**src/rtl/core/ulc_pkg.sv**
```systemverilog
`timescale 1ns / 1ps
// ----------------------------------------------------------------------------
// ulc_pkg
// Shared types, widths and constants of the ultrasonic level conditioner.
// ----------------------------------------------------------------------------
package ulc_pkg;

    // fixed-point scaling of distances
    localparam int FRACTION_BITS = 8;
    localparam int MAX_ATTEMPTS  = 15;

    // field widths
    localparam int ECHO_W   = 16;
    localparam int DIST_W   = 19;
    localparam int SUM_W    = 23;
    localparam int CNT_W    = 4;
    localparam int STATUS_W = 3;
    localparam int LEVEL_W  = 8;
    localparam int CM_W     = 10;
    localparam int DZ_W     = 8;
    localparam int WGT_W    = 9;
    localparam int CFG_W    = 10;
    localparam int CFG_A_W  = 3;

    // echo time to distance: (t * 4457) >> (18 - FRACTION_BITS)
    localparam int DIST_SCALE = 4457;
    localparam int SCALE_W    = 13;
    localparam int PROD_W     = ECHO_W + SCALE_W;
    localparam int DIST_SHIFT = 18 - FRACTION_BITS;

    // low-pass filter, weights in 1/256
    localparam int WEIGHT_BITS = 8;
    localparam int WEIGHT_ONE  = 1 << WEIGHT_BITS;
    localparam int WEIGHT_HALF = 1 << (WEIGHT_BITS - 1);
    localparam int FPROD_W     = DIST_W + WGT_W;
    localparam int FSUM_W      = FPROD_W + 1;

    // level computation
    localparam int LVLC_W       = DIST_W - FRACTION_BITS;
    localparam int PERCENT_FULL = 100;
    localparam int LEVEL_NONE   = 255;
    localparam int FILT_RESET   = 50 << FRACTION_BITS;

    // shared divider
    localparam int DIV_N_W = SUM_W;
    localparam int DIV_D_W = CM_W;
    localparam int DIV_C_W = $clog2(DIV_N_W + 1);

    // burst queue
    localparam int QUEUE_DEPTH = 2;
    localparam int QPTR_W      = (QUEUE_DEPTH > 1) ? $clog2(QUEUE_DEPTH) : 1;
    localparam int QCNT_W      = $clog2(QUEUE_DEPTH + 1);

    typedef enum logic [STATUS_W-1:0] {
        ST_OK       = 3'd0,
        ST_TIMEOUT  = 3'd1,
        ST_DEADZONE = 3'd2,
        ST_DRIFT    = 3'd3,
        ST_INIT     = 3'd4,
        ST_RANGE    = 3'd5
    } t_status;

    typedef enum logic [CFG_A_W-1:0] {
        CFG_DEADZONE  = 3'd0,
        CFG_MAX_DEPTH = 3'd1,
        CFG_DRIFT     = 3'd2,
        CFG_EMPTY     = 3'd3,
        CFG_FULL      = 3'd4,
        CFG_WEIGHT    = 3'd5,
        CFG_VTARGET   = 3'd6,
        CFG_ALIMIT    = 3'd7
    } t_cfg_idx;

    typedef enum logic [2:0] {
        S_IDLE,
        S_MEAN,
        S_CLASS,
        S_FMUL,
        S_FSUM,
        S_LEVEL,
        S_LDIV,
        S_EMIT
    } t_back_state;

    typedef struct packed {
        logic [DZ_W-1:0]  deadzone_cm;
        logic [CM_W-1:0]  max_depth_cm;
        logic [DZ_W-1:0]  drift_limit_cm;
        logic [CM_W-1:0]  empty_distance_cm;
        logic [CM_W-1:0]  full_distance_cm;
        logic [WGT_W-1:0] filter_weight;
        logic [CNT_W-1:0] valid_target;
        logic [CNT_W-1:0] attempt_limit;
    } t_cfg;

    localparam t_cfg CFG_RESET = '{
        deadzone_cm:       8'd22,
        max_depth_cm:      10'd150,
        drift_limit_cm:    8'd10,
        empty_distance_cm: 10'd140,
        full_distance_cm:  10'd30,
        filter_weight:     9'd51,
        valid_target:      4'd5,
        attempt_limit:     4'd10
    };

    typedef struct packed {
        logic [SUM_W-1:0] sum;
        logic [CNT_W-1:0] cnt;
    } t_burst;

    typedef struct packed {
        logic               start;
        logic [DIV_N_W-1:0] dividend;
        logic [DIV_D_W-1:0] divisor;
    } t_div_req;

    typedef struct packed {
        logic               done;
        logic [DIV_N_W-1:0] quotient;
    } t_div_rsp;

endpackage

```
**src/rtl/core/ultrasonic_level_conditioner_top.sv**
```systemverilog
`timescale 1ns / 1ps
// ----------------------------------------------------------------------------
// ultrasonic_level_conditioner_top
// Echo bursts in, mean distance, status, filtered distance and fill level out.
//
//   port group   direction  handshake                  payload
//   input        in         i_in_valid / o_in_ready    i_echo_time
//   result       out        o_out_valid / i_out_ready  status, level, mean,
//                                                      filtered, valid count
//   config       in         i_cfg_we                   i_cfg_addr, i_cfg_wdata
//
// each input transaction is accepted whenever o_in_ready is high; the one that
// closes a burst queues it for the back end, which runs it through its states
// and up to two passes of the shared one-bit-per-cycle divider.
// synchronous reset restores register defaults and a 50 cm filter state.
// input stalls only while two finished bursts wait in the queue.
// ----------------------------------------------------------------------------
module ultrasonic_level_conditioner_top
    import ulc_pkg::*;
(
    input  logic                i_clk,
    input  logic                i_rst_n,
    input  logic                i_cfg_we,
    input  logic [CFG_A_W-1:0]  i_cfg_addr,
    input  logic [CFG_W-1:0]    i_cfg_wdata,
    input  logic                i_in_valid,
    output logic                o_in_ready,
    input  logic [ECHO_W-1:0]   i_echo_time,
    output logic                o_out_valid,
    input  logic                i_out_ready,
    output logic [STATUS_W-1:0] o_sensor_status,
    output logic [LEVEL_W-1:0]  o_level_percent,
    output logic [DIST_W-1:0]   o_mean_distance,
    output logic [DIST_W-1:0]   o_filtered_distance,
    output logic [CNT_W-1:0]    o_valid_count
);

    t_cfg   r_cfg;
    logic   q_push, q_full, q_pop, q_empty;
    t_burst q_wdata, q_rdata;

    always_ff @(posedge i_clk) begin
        if (!i_rst_n) begin
            r_cfg <= CFG_RESET;
        end else if (i_cfg_we) begin
            case (t_cfg_idx'(i_cfg_addr))
                CFG_DEADZONE:  r_cfg.deadzone_cm       <= i_cfg_wdata[DZ_W-1:0];
                CFG_MAX_DEPTH: r_cfg.max_depth_cm      <= i_cfg_wdata[CM_W-1:0];
                CFG_DRIFT:     r_cfg.drift_limit_cm    <= i_cfg_wdata[DZ_W-1:0];
                CFG_EMPTY:     r_cfg.empty_distance_cm <= i_cfg_wdata[CM_W-1:0];
                CFG_FULL:      r_cfg.full_distance_cm  <= i_cfg_wdata[CM_W-1:0];
                CFG_WEIGHT:    r_cfg.filter_weight     <= i_cfg_wdata[WGT_W-1:0];
                CFG_VTARGET:   r_cfg.valid_target      <= i_cfg_wdata[CNT_W-1:0];
                CFG_ALIMIT:    r_cfg.attempt_limit     <= i_cfg_wdata[CNT_W-1:0];
                default:       r_cfg <= r_cfg;
            endcase
        end
    end

    ulc_front u_front (
        .i_clk       (i_clk),
        .i_rst_n     (i_rst_n),
        .i_cfg       (r_cfg),
        .i_in_valid  (i_in_valid),
        .o_in_ready  (o_in_ready),
        .i_echo_time (i_echo_time),
        .i_q_full    (q_full),
        .o_q_push    (q_push),
        .o_q_data    (q_wdata)
    );

    ulc_queue u_queue (
        .i_clk   (i_clk),
        .i_rst_n (i_rst_n),
        .i_push  (q_push),
        .i_wdata (q_wdata),
        .o_full  (q_full),
        .i_pop   (q_pop),
        .o_rdata (q_rdata),
        .o_empty (q_empty)
    );

    ulc_back u_back (
        .i_clk               (i_clk),
        .i_rst_n             (i_rst_n),
        .i_cfg               (r_cfg),
        .i_q_empty           (q_empty),
        .i_q_data            (q_rdata),
        .o_q_pop             (q_pop),
        .o_out_valid         (o_out_valid),
        .i_out_ready         (i_out_ready),
        .o_sensor_status     (o_sensor_status),
        .o_level_percent     (o_level_percent),
        .o_mean_distance     (o_mean_distance),
        .o_filtered_distance (o_filtered_distance),
        .o_valid_count       (o_valid_count)
    );

endmodule

```
**src/rtl/core/ulc_front.sv**
```systemverilog
`timescale 1ns / 1ps
// ----------------------------------------------------------------------------
// ulc_front
// Converts echo times to distances and accumulates bursts; a finished burst
// is pushed to the queue.
// ----------------------------------------------------------------------------
module ulc_front
    import ulc_pkg::*;
(
    input  logic              i_clk,
    input  logic              i_rst_n,
    input  t_cfg              i_cfg,
    input  logic              i_in_valid,
    output logic              o_in_ready,
    input  logic [ECHO_W-1:0] i_echo_time,
    input  logic              i_q_full,
    output logic              o_q_push,
    output t_burst            o_q_data
);

    logic [SUM_W-1:0]  r_sum, n_sum;
    logic [CNT_W-1:0]  r_valid, n_valid;
    logic [CNT_W-1:0]  r_att, n_att;
    logic [CNT_W-1:0]  lim;
    logic [PROD_W-1:0] prod;
    logic [DIST_W-1:0] echo_dist;
    logic              accept;
    logic              burst_end;

    assign o_in_ready = !i_q_full;
    assign accept     = i_in_valid && !i_q_full;

    assign prod      = PROD_W'(i_echo_time) * PROD_W'(DIST_SCALE);
    assign echo_dist = DIST_W'(prod >> DIST_SHIFT);
    assign lim  = (int'(i_cfg.attempt_limit) < MAX_ATTEMPTS) ?
                  i_cfg.attempt_limit : CNT_W'(MAX_ATTEMPTS);

    assign n_att     = r_att + 1'b1;
    assign n_valid   = r_valid + CNT_W'(echo_dist != '0);
    assign n_sum     = r_sum + SUM_W'(echo_dist);
    assign burst_end = !((n_valid < i_cfg.valid_target) && (n_att < lim));

    assign o_q_push     = accept && burst_end;
    assign o_q_data.sum = n_sum;
    assign o_q_data.cnt = n_valid;

    always_ff @(posedge i_clk) begin
        if (!i_rst_n) begin
            r_sum   <= '0;
            r_valid <= '0;
            r_att   <= '0;
        end else if (accept) begin
            if (burst_end) begin
                r_sum   <= '0;
                r_valid <= '0;
                r_att   <= '0;
            end else begin
                r_sum   <= n_sum;
                r_valid <= n_valid;
                r_att   <= n_att;
            end
        end
    end

endmodule

```
**src/rtl/core/ulc_queue.sv**
```systemverilog
`timescale 1ns / 1ps
// ----------------------------------------------------------------------------
// ulc_queue
// Small first-in first-out queue of finished bursts between front and back.
// ----------------------------------------------------------------------------
module ulc_queue
    import ulc_pkg::*;
(
    input  logic   i_clk,
    input  logic   i_rst_n,
    input  logic   i_push,
    input  t_burst i_wdata,
    output logic   o_full,
    input  logic   i_pop,
    output t_burst o_rdata,
    output logic   o_empty
);

    t_burst            r_mem [QUEUE_DEPTH];
    logic [QPTR_W-1:0] r_wr_ptr, r_rd_ptr;
    logic [QCNT_W-1:0] r_count;
    logic              do_push, do_pop;

    assign o_full  = (r_count == QCNT_W'(QUEUE_DEPTH));
    assign o_empty = (r_count == '0);
    assign o_rdata = r_mem[r_rd_ptr];
    assign do_push = i_push && !o_full;
    assign do_pop  = i_pop && !o_empty;

    always_ff @(posedge i_clk) begin
        if (do_push) begin
            r_mem[r_wr_ptr] <= i_wdata;
        end
    end

    always_ff @(posedge i_clk) begin
        if (!i_rst_n) begin
            r_wr_ptr <= '0;
            r_rd_ptr <= '0;
            r_count  <= '0;
        end else begin
            if (do_push) begin
                r_wr_ptr <= (r_wr_ptr == QPTR_W'(QUEUE_DEPTH - 1)) ? '0 : r_wr_ptr + 1'b1;
            end
            if (do_pop) begin
                r_rd_ptr <= (r_rd_ptr == QPTR_W'(QUEUE_DEPTH - 1)) ? '0 : r_rd_ptr + 1'b1;
            end
            case ({do_push, do_pop})
                2'b10:   r_count <= r_count + 1'b1;
                2'b01:   r_count <= r_count - 1'b1;
                default: r_count <= r_count;
            endcase
        end
    end

endmodule

```
**src/rtl/core/ulc_div.sv**
```systemverilog
`timescale 1ns / 1ps
// ----------------------------------------------------------------------------
// ulc_div
// Restoring divider, one quotient bit per cycle, shared by mean and level.
// ----------------------------------------------------------------------------
module ulc_div
    import ulc_pkg::*;
(
    input  logic     i_clk,
    input  logic     i_rst_n,
    input  t_div_req i_req,
    output t_div_rsp o_rsp
);

    logic [DIV_N_W-1:0] r_num;
    logic [DIV_N_W-1:0] r_quo;
    logic [DIV_D_W-1:0] r_den;
    logic [DIV_D_W-1:0] r_rem;
    logic [DIV_C_W-1:0] r_cnt;
    logic               r_busy;
    logic               r_done;
    logic [DIV_D_W:0]   rem_sh;
    logic [DIV_D_W:0]   rem_sub;
    logic               ge;

    assign rem_sh  = {r_rem, r_num[DIV_N_W-1]};
    assign ge      = (rem_sh >= {1'b0, r_den});
    assign rem_sub = rem_sh - {1'b0, r_den};

    always_ff @(posedge i_clk) begin
        if (i_req.start) begin
            r_num <= i_req.dividend;
            r_den <= i_req.divisor;
            r_rem <= '0;
            r_quo <= '0;
        end else if (r_busy) begin
            r_num <= {r_num[DIV_N_W-2:0], 1'b0};
            r_rem <= ge ? rem_sub[DIV_D_W-1:0] : rem_sh[DIV_D_W-1:0];
            r_quo <= {r_quo[DIV_N_W-2:0], ge};
        end
    end

    always_ff @(posedge i_clk) begin
        if (!i_rst_n) begin
            r_busy <= 1'b0;
            r_done <= 1'b0;
            r_cnt  <= '0;
        end else if (i_req.start) begin
            r_busy <= 1'b1;
            r_done <= 1'b0;
            r_cnt  <= DIV_C_W'(DIV_N_W);
        end else if (r_busy) begin
            r_cnt  <= r_cnt - 1'b1;
            r_busy <= (r_cnt != DIV_C_W'(1));
            r_done <= (r_cnt == DIV_C_W'(1));
        end else begin
            r_done <= 1'b0;
        end
    end

    assign o_rsp.done     = r_done;
    assign o_rsp.quotient = r_quo;

endmodule

```
**src/rtl/core/ulc_back.sv**
```systemverilog
`timescale 1ns / 1ps
// ----------------------------------------------------------------------------
// ulc_back
// Burst sequencer: mean, classification, low-pass filter, fill level and
// the result register.
// ----------------------------------------------------------------------------
module ulc_back
    import ulc_pkg::*;
(
    input  logic                i_clk,
    input  logic                i_rst_n,
    input  t_cfg                i_cfg,
    input  logic                i_q_empty,
    input  t_burst              i_q_data,
    output logic                o_q_pop,
    output logic                o_out_valid,
    input  logic                i_out_ready,
    output logic [STATUS_W-1:0] o_sensor_status,
    output logic [LEVEL_W-1:0]  o_level_percent,
    output logic [DIST_W-1:0]   o_mean_distance,
    output logic [DIST_W-1:0]   o_filtered_distance,
    output logic [CNT_W-1:0]    o_valid_count
);

    t_back_state         r_state, n_state;
    t_status             r_status;
    t_status             cls;
    logic [CNT_W-1:0]    r_cnt;
    logic [DIST_W-1:0]   r_mean;
    logic [DIST_W-1:0]   r_filt;
    logic                r_first;
    logic [LEVEL_W-1:0]  r_level;
    logic [FPROD_W-1:0]  r_prod_a, r_prod_b;
    logic                r_out_valid;

    t_div_req            div_req;
    t_div_rsp            div_rsp;
    logic                out_load;

    logic [DIST_W-1:0]   dz, mx, dl, diff;
    logic [WGT_W-1:0]    w_eff, w_inv;
    logic [FSUM_W-1:0]   fsum;
    logic [LVLC_W-1:0]   lv_c;
    logic                lv_empty, lv_full;
    logic [CM_W-1:0]     lv_diff;
    logic [DIV_N_W-1:0]  lv_num;

    ulc_div u_div (
        .i_clk   (i_clk),
        .i_rst_n (i_rst_n),
        .i_req   (div_req),
        .o_rsp   (div_rsp)
    );

    // classification
    assign dz   = DIST_W'(i_cfg.deadzone_cm) << FRACTION_BITS;
    assign mx   = DIST_W'(i_cfg.max_depth_cm) << FRACTION_BITS;
    assign dl   = DIST_W'(i_cfg.drift_limit_cm) << FRACTION_BITS;
    assign diff = (r_mean > r_filt) ? (r_mean - r_filt) : (r_filt - r_mean);

    always_comb begin
        if (r_mean == '0) begin
            cls = ST_TIMEOUT;
        end else if (r_mean <= dz) begin
            cls = ST_DEADZONE;
        end else if (r_mean > mx) begin
            cls = ST_RANGE;
        end else if ((diff > dl) && !r_first) begin
            cls = ST_DRIFT;
        end else if (r_mean < mx) begin
            cls = ST_OK;
        end else begin
            cls = ST_INIT;
        end
    end

    // filter
    assign w_eff = (i_cfg.filter_weight > WGT_W'(WEIGHT_ONE)) ?
                   WGT_W'(WEIGHT_ONE) : i_cfg.filter_weight;
    assign w_inv = WGT_W'(WEIGHT_ONE) - w_eff;
    assign fsum  = FSUM_W'(r_prod_a) + FSUM_W'(r_prod_b) + FSUM_W'(WEIGHT_HALF);

    // level
    assign lv_c     = r_filt[DIST_W-1:FRACTION_BITS];
    assign lv_empty = (lv_c >= LVLC_W'(i_cfg.empty_distance_cm));
    assign lv_full  = (lv_c <= LVLC_W'(i_cfg.full_distance_cm));
    assign lv_diff  = i_cfg.empty_distance_cm - CM_W'(lv_c);
    assign lv_num   = DIV_N_W'(lv_diff) * DIV_N_W'(PERCENT_FULL);

    // next state
    always_comb begin
        n_state = r_state;
        case (r_state)
            S_IDLE: begin
                if (!i_q_empty) begin
                    n_state = (i_q_data.cnt == '0) ? S_CLASS : S_MEAN;
                end
            end
            S_MEAN: begin
                if (div_rsp.done) begin
                    n_state = S_CLASS;
                end
            end
            S_CLASS: begin
                case (cls)
                    ST_DEADZONE: n_state = S_LEVEL;
                    ST_OK:       n_state = (r_status == ST_INIT) ? S_LEVEL : S_FMUL;
                    default:     n_state = S_EMIT;
                endcase
            end
            S_FMUL:  n_state = S_FSUM;
            S_FSUM:  n_state = S_LEVEL;
            S_LEVEL: n_state = (lv_empty || lv_full) ? S_EMIT : S_LDIV;
            S_LDIV: begin
                if (div_rsp.done) begin
                    n_state = S_EMIT;
                end
            end
            S_EMIT: begin
                if (!r_out_valid || i_out_ready) begin
                    n_state = S_IDLE;
                end
            end
            default: n_state = S_IDLE;
        endcase
    end

    // control outputs
    always_comb begin
        o_q_pop          = 1'b0;
        out_load         = 1'b0;
        div_req.start    = 1'b0;
        div_req.dividend = i_q_data.sum;
        div_req.divisor  = DIV_D_W'(i_q_data.cnt);
        case (r_state)
            S_IDLE: begin
                o_q_pop       = !i_q_empty;
                div_req.start = !i_q_empty && (i_q_data.cnt != '0);
            end
            S_LEVEL: begin
                div_req.start    = !(lv_empty || lv_full);
                div_req.dividend = lv_num;
                div_req.divisor  = i_cfg.empty_distance_cm - i_cfg.full_distance_cm;
            end
            S_EMIT: begin
                out_load = !r_out_valid || i_out_ready;
            end
            default: begin
                o_q_pop = 1'b0;
            end
        endcase
    end

    always_ff @(posedge i_clk) begin
        if (!i_rst_n) begin
            r_state  <= S_IDLE;
            r_status <= ST_INIT;
            r_filt   <= DIST_W'(FILT_RESET);
            r_first  <= 1'b1;
            r_level  <= LEVEL_W'(LEVEL_NONE);
        end else begin
            r_state <= n_state;
            case (r_state)
                S_CLASS: begin
                    r_status <= cls;
                    if ((cls == ST_OK) && (r_status == ST_INIT)) begin
                        r_filt  <= r_mean;
                        r_first <= 1'b0;
                    end
                end
                S_FSUM: begin
                    r_filt <= DIST_W'(fsum >> WEIGHT_BITS);
                end
                S_LEVEL: begin
                    if (lv_empty) begin
                        r_level <= '0;
                    end else if (lv_full) begin
                        r_level <= LEVEL_W'(PERCENT_FULL);
                    end
                end
                S_LDIV: begin
                    if (div_rsp.done) begin
                        r_level <= LEVEL_W'(div_rsp.quotient);
                    end
                end
                default: begin
                    r_first <= r_first;
                end
            endcase
        end
    end

    always_ff @(posedge i_clk) begin
        if (o_q_pop) begin
            r_cnt  <= i_q_data.cnt;
            r_mean <= '0;
        end else if ((r_state == S_MEAN) && div_rsp.done) begin
            r_mean <= DIST_W'(div_rsp.quotient);
        end
        if (r_state == S_FMUL) begin
            r_prod_a <= FPROD_W'(r_filt) * FPROD_W'(w_inv);
            r_prod_b <= FPROD_W'(r_mean) * FPROD_W'(w_eff);
        end
    end

    // result register
    always_ff @(posedge i_clk) begin
        if (!i_rst_n) begin
            r_out_valid <= 1'b0;
        end else if (out_load) begin
            r_out_valid <= 1'b1;
        end else if (i_out_ready) begin
            r_out_valid <= 1'b0;
        end
    end

    always_ff @(posedge i_clk) begin
        if (out_load) begin
            o_sensor_status     <= r_status;
            o_level_percent     <= r_level;
            o_mean_distance     <= r_mean;
            o_filtered_distance <= r_filt;
            o_valid_count       <= r_cnt;
        end
    end

    assign o_out_valid = r_out_valid;

    a_level_range: assert property (@(posedge i_clk) disable iff (!i_rst_n)
        o_out_valid |-> (o_level_percent <= LEVEL_W'(PERCENT_FULL)) ||
                        (o_level_percent == LEVEL_W'(LEVEL_NONE)))
        else $error("level outside 0..100 and not the no-level code");

    a_timeout_count: assert property (@(posedge i_clk) disable iff (!i_rst_n)
        o_out_valid |-> ((o_sensor_status == ST_TIMEOUT) == (o_valid_count == '0)))
        else $error("timeout status does not match an empty burst");

    a_div_done_wait: assert property (@(posedge i_clk) disable iff (!i_rst_n)
        div_rsp.done |-> (r_state == S_MEAN) || (r_state == S_LDIV))
        else $error("divider finished outside a wait state");

    a_first_run: assert property (@(posedge i_clk) disable iff (!i_rst_n)
        $fell(r_first) |-> (r_status == ST_OK) && (r_filt == r_mean))
        else $error("first run cleared without taking the mean");

endmodule
```
**config.mk**
```make
export PLATFORM = sky130hd
export DESIGN_NAME = ultrasonic_level_conditioner_top
export DESIGN_NICKNAME = d
export VERILOG_FILES = /design/src/rtl/core/ulc_pkg.sv /design/src/rtl/core/ultrasonic_level_conditioner_top.sv /design/src/rtl/core/ulc_front.sv /design/src/rtl/core/ulc_queue.sv /design/src/rtl/core/ulc_div.sv /design/src/rtl/core/ulc_back.sv
export SDC_FILE = /design/constraint.sdc
export NUM_CORES = 2
export LEC_CHECK = 0
export BUFFER_PORTS_ARGS = -buffer_cell sky130_fd_sc_hd__clkbuf_2
export CORE_ASPECT_RATIO = 0.7
export CORE_UTILIZATION = 55
export CTS_CLUSTER_SIZE = 25
export DETAILED_ROUTE_END_ITERATION = 8
export PLACE_DENSITY = 0.69
export SYNTH_ARGS = -nofsm -noshare
export SYNTH_HDL_FRONTEND = slang
export SYNTH_SLANG_ARGS = --single-unit
export TNS_END_PERCENT = 10
```
**constraint.sdc**
```tcl
create_clock -name i_clk -period 11.8 [get_ports i_clk]
set_input_delay 1.18 -clock i_clk [delete_from_list [all_inputs] [get_ports i_clk]]
set_output_delay 1.18 -clock i_clk [all_outputs]
set_load 0.01 [all_outputs]
```
After elaboration in Yosys (flattened, before gate mapping)
Memory sizes are Yosys's and may differ from the RTL's. A register that Yosys moved wholly into a read port is not among the register bits.
Index checks and enable logic that the tools add are counted.
{ "op_classes": {"n_addsub": 16, "mul": 4, "n_lt_le_gt_ge": 12, "n_eq_ne": 27, "muxes": 46, "n_bitwise": 2, "n_reduce_logical": 44} }
{ "op_table": {"columns": ["cell", "n"], "rows": [
  ["2-to-1 mux 23 bit", 3],
  ["multiplier 19 x 9 -> 27 bit", 2],
  ["2-to-1 mux 19 bit", 2],
  ["case mux 19 bit (2 select lines)", 1],
  ["subtractor 19 bit", 2],
  ["2-to-1 mux 33 bit", 1],
  ["2-to-1 mux 3 bit", 10],
  ["subtractor 10 bit", 3],
  ["multiplier 16 x 13 -> 29 bit, second input constant", 1],
  ["adder 27 bit", 1],
  ["adder 27 x 8 -> 27 bit, second input constant", 1],
  ["equality test 3 bit, second input constant", 9],
  ["2-to-1 mux 8 bit", 3],
  ["case mux 3 bit (8 select lines)", 1],
  ["adder 23 x 19 -> 23 bit", 1],
  [">= comparator 11 x 10 -> 1 bit", 2],
  ["AND reduction 2 bit", 10],
  ["greater-than comparator 19 x 16 -> 1 bit", 1],
  ["greater-than comparator 19 x 18 -> 1 bit", 1],
  ["greater-than comparator 19 bit", 1],
  ["<= comparator 19 x 16 -> 1 bit", 1],
  ["zero test 19 bit", 1],
  ["< comparator 19 x 18 -> 1 bit", 1],
  ["nonzero test 19 bit", 1],
  ["44 further kinds", 91]
]} }
{ "word_totals": {"register_bits": 332, "ram_bits": 54, "inputBits": 34, "out_inout_bits": 55, "n_memories": 1} }
{ "memory_table": {"columns": ["memory", "words", "width", "rd", "rd_clocked_by_memory_dff", "write_ports", "line_no", "text"], "rows": [
  ["u_queue.r_mem", 2, 27, 1, 1, 1, "ulc_queue.sv:19", "t_burst r_mem [QUEUE_DEPTH];"]
]} }

Logic depth before layout (Yosys ltp)
{ "depth": {"ltp_word": 12, "depth_mapped": 29} }

Modules after synthesis
Synthesis repeated with hierarchy kept, for this count alone.
{ "unflattened": {"hier_cells": 3783, "hier_area_um2": 35830.6} }
{ "by_module_without_submodules": {"columns": ["mod", "n_inst", "cells_per_inst", "area_each_um2"], "rows": [
  ["ulc_back", 1, 2476, 22118.7],
  ["ulc_front", 1, 672, 5746.8],
  ["ulc_div", 1, 290, 3329.4],
  ["ultrasonic_level_conditioner_top", 1, 235, 2458.6],
  ["ulc_queue", 1, 110, 2177.1]
]} }

Least setup slack after synthesis
OpenSTA, ideal clock, no wires.
{ "synth_path": {"path_type": "input to register", "startpoint": "in i_echo_time[8]", "endpoint": "mem u_queue.r_mem[0][0] (netlist name), enable pin", "setup_time_ns": 0.411, "t_arrival_ns": 8.286, "t_required_ns": 11.389, "setup_slack_ns": 3.103, "path_stages": 26, "path_buffers": 0, "path_cell_list": "ha_1 > ha_1 > inv_1 > fa_1 > fa_1 > fa_1 > inv_1 > ha_1 > a21o_1 > a21oi_1 > o21ai_0 > o2111ai_2 > nand2b_2 > xor2_1 > or4_1 > or4_1 > or4b_1 > ha_1 > ha_1 > xor2_1 > ha_1 > nor2b_1 > o21ai_0 > nand3_1 > nand2_1 > nor2_1"} }
{ "synth_lines": {"columns": ["item", "line_no", "text"], "rows": [
  ["from (decl)", "ultrasonic_level_conditioner_top.sv:28", "input logic [ECHO_W-1:0] i_echo_time,"],
  ["to (decl)", "ulc_queue.sv:19", null]
]} }

==> flow_summary.ini <==
[logic_synthesis]
post_synth_num_cell_types = 88
synth_flop_cell = edfxtp_1
synthesis_warnings = 0
synth.avg_cell_area_sq_um = 9.31
synth.ff_latch_count = 387
ys_async_sr_fraction_pct = 0
synth_nets = 4474
yosysSeqAreaShare_pct = 28.1
syn-cell-area_sq_um = 34700
count_of_flip_flops_with_a_built_in_enable_after_synthesis = 198
synthCells = 3725

[power]
power.net_switching_mw = 3.13
worst_ir_drop_vdd_uv = 191
netSwitchingFraction_pct = 43.5
pwr-share-clk_pct = 19.6
p_seq_share_pct = 26.0
comb_power_share_pct = 54.4
intPower_mw = 4.07
leakage_nw = 17.4
power_density_nw_per_um2 = 192

[placement]
globalplace.congestion = 0.991
io_buffers = 88
post-dp-hpwl_um = 70000
dpl.cell_count = 4537

[timing]
rsz0062_at_grt = no
setup-tns-final_ns = 0
slew_at_the_pin_closest_to_its_max_slew_limit_ns = 1.20
min_period_ns = 8.40
skew_ns = 0.0308
finalSetupViolCount = 0
slew_headroom_pct = 18.7
final-max-slew-violation-count = 0
layout_worst_path_cycle_share_pct = 71.2
fmax_mhz = 119
finalHoldViolations = 0

[grt]
globalRouteTotalUtil_pct = 29.3
gr-usage-met3_pct = 8.48
use_met2_pct = 38.6
gr_peak_layer = met1
global_route_wire_length_before_repair_um = 145000
antenna_violations_before_repair = 6
first_global_vias = 25200
grt_remaining_overflow = 0
global_route_track_usage_on_met1_pct = 46.3
grt_start_max_net_pins = 58

[routing]
first_pass_detailed_route_iteration_total = 6
antenna_left = 0
detailedRoute.firstIterationViolations = 2419
routed_wirelength_um = 92300
drc = 0
avgViaCountPerCell = 5.73
wire_per_inst_um = 20.0
route.vias.total = 26400

[clock_tree]
cts_root_buf = clkbuf_16
ctsHoldBuffers = 0
cts_sinks = 387
worst_setup_hold_path_clk_slew_ns = 0.06
postCtsResizedCells = 0
tritoncts = built
clock_tree.buffer_depth = 3
clock_latency_ns = 0.59
cts_buffers = 42
cts_htree_levels = 2
post_cts.repair.setup_buffers = 0

[setup_path]
kind_of_launch_point_of_the_worst_setup_path = primary input
critical_path_class = in -> reg
cp_max_fo = 13
worst_setup_path_end_kind = flop
required_arrival_time_at_the_worst_endpoint_ns = 12.29
worst_ep_arrival_time_ns = 8.90

[final_layout]
fin_cells = 4616
mostFrequentLayoutCell = inv_1
areaGrowthSynthToFinish_pct = 8.15
num-nets-final = 4511
layout_common_cells = inv_1 (507), nand2_1 (504), ha_1 (420), fa_1 (295), a21oi_1 (224)
fraction_of_final_layout_cells_with_drive_strength_greater_than_1_pct = 7.19
nFillCells = 5357

[die]
floorplan.core_area_sq_um = 61900
placementRows = 76
die_w_um = 302
chipHeight_um = 212
start_util_pct = 56.0
fp.dieArea_sq_um = 64100
design.portCount = 89

[job]
timing.max_cap.violations = 0

[hold_path]
hold_path.class = reg -> reg

[outcome]
outcome = finished, final reports clean
[critical path: stages]
cell	delay (ns)
clkbuf_2	0.15
ha_1	0.31
ha_1	0.27
inv_1	0.05
fa_1	0.56
fa_1	0.44
fa_1	0.49
inv_1	0.04
ha_1	0.34
a21o_1	0.20
a21oi_1	0.13
o21ai_0	0.16
o2111ai_2	0.24
nand2b_2	0.09
xor2_1	0.16
or4_1	0.50
or4_1	0.40
or4b_1	0.55
ha_1	0.23
ha_1	0.23
xor2_1	0.25
ha_1	0.28
nor2b_1	0.12
o21ai_0	0.18
nand3_1	0.29
nor2_1	0.74
nand3b_1	0.14
a21oi_1	0.16
[through the flow]
step | instance area [sq um] | hold WS, ns | power [mW] | setup WS (ns) | util, %
2_1_floorplan | 34700 | 0.400 | 4.60 | 3.10 | -
3_3_place_gp | 36000 | 0.401 | 5.66 | 2.97 | 58.2
3_5_place_dp | 36000 | 0.405 | 5.70 | 2.88 | 58.2
4_1_cts | 37500 | 0.415 | 7.14 | 3.45 | 60.6
5_1_grt | 37500 | 0.427 | 7.70 | 2.84 | 60.6
6_report | 37500 | 0.418 | 7.20 | 3.40 | 60.6
[registers in the layout, summed over array words and instances (netlist names), 4 cells and up, named ones only]
name                        flops
u_back.o_filtered_distance     19
u_front.r_sum                  23
u_back.o_mean_distance         19
u_back.r_cnt                    4
u_back.o_valid_count            4
u_back.r_filt                  19
u_queue.r_mem                  54
u_back.u_div.r_rem             10
u_back.r_prod_b                27
u_front.r_valid                 4
u_back.u_div.r_cnt              5
u_back.u_div.r_quo             19
u_back.u_div.r_num             23
u_back.u_div.r_den             10
u_back.r_level                  8
u_back.r_prod_a                27
u_front.r_att                   4
u_back.o_level_percent          8
u_back.r_mean                  19
r_cfg                          63
[cell type report]
cell class	count	area [sq um]	area share [%]
multi-input combinational	2674	22500	59.9
inverter	510	1920	5.11
antenna	2	5.00	0.0133
timing repair buffer	147	883	2.36
sequential	387	9730	25.9
clock inverter	22	225	0.601
clock buffer	55	1240	3.32
tap	819	1020	2.73
[path summary, 6_finish.rpt]
| check | from | to | slack (ns) | depth (start not counted) |
|---|---|---|---|---|
| max | i_echo_time[8] | u_front.r_valid[2] | 3.40 | 28 |
| min | u_back.r_cnt[0] | u_back.o_valid_count[0] | 0.42 | 0 |
| min reg2reg | u_back.r_cnt[0] | u_back.o_valid_count[0] | 0.42 | 0 |
| max reg2reg | r_cfg[16] | u_back.r_prod_a[26] | 3.72 | 23 |
[cells by family (layout without fill, tap and decap cells)]
group | count (synthesis) | count (layout) | share of synthesized area, %
mux | 80 | 80 | 2.36
flops | 387 | 387 | 28.1
fa+ha+maj | 715 | 715 | 32.2
other cells | 0 | 2 | 0
simple gates | 1122 | 1122 | 15.0
compound gates | 604 | 604 | 11.3
xor+xnor | 153 | 153 | 3.86
buf+inv | 664 | 734 | 7.28
[cells in the mapped netlist (all sizes together), types with 17 or more instances]
master  instances  area (sq um)
buf            25           126
o21ai          89           449
a21o           55           414
nand2         504          1890
nand2b         23           146
mux2i          66           661
nand4          29           181
o21a           36           272
fa            295          5910
a31oi          17           106
nor4           17           113
dfxtp         189          3780
nor2          188           706
nor2b          43           269
xnor2          94           823
clkbuf        129           484
a21oi         225          1130
inv           509          1910
or3            17           106
edfxtp        198          5950
o211ai         31           238
nand3          67           340
nor3           55           275
ha            420          5260
and2          127           795
xor2           59           517
and3           19           119
[routing by layer]
layer  part of all wire [%]  routed length (um)
met3                     11               10600
met2                     38               34900
met1                     49               45000
met4                    2.0                1850
met5                      0                   0
[power groups by stage]
stage	Combinational [mW]	Sequential, mW	Clock (mW)
floorplan	2.75	1.85	0
global placement	3.77	1.89	0
detailed placement	3.81	1.89	0
CTS	3.85	1.87	1.43
global route	4.34	1.89	1.47
finish	3.92	1.87	1.41
Note: power is estimated with default switching activity, not from simulation.
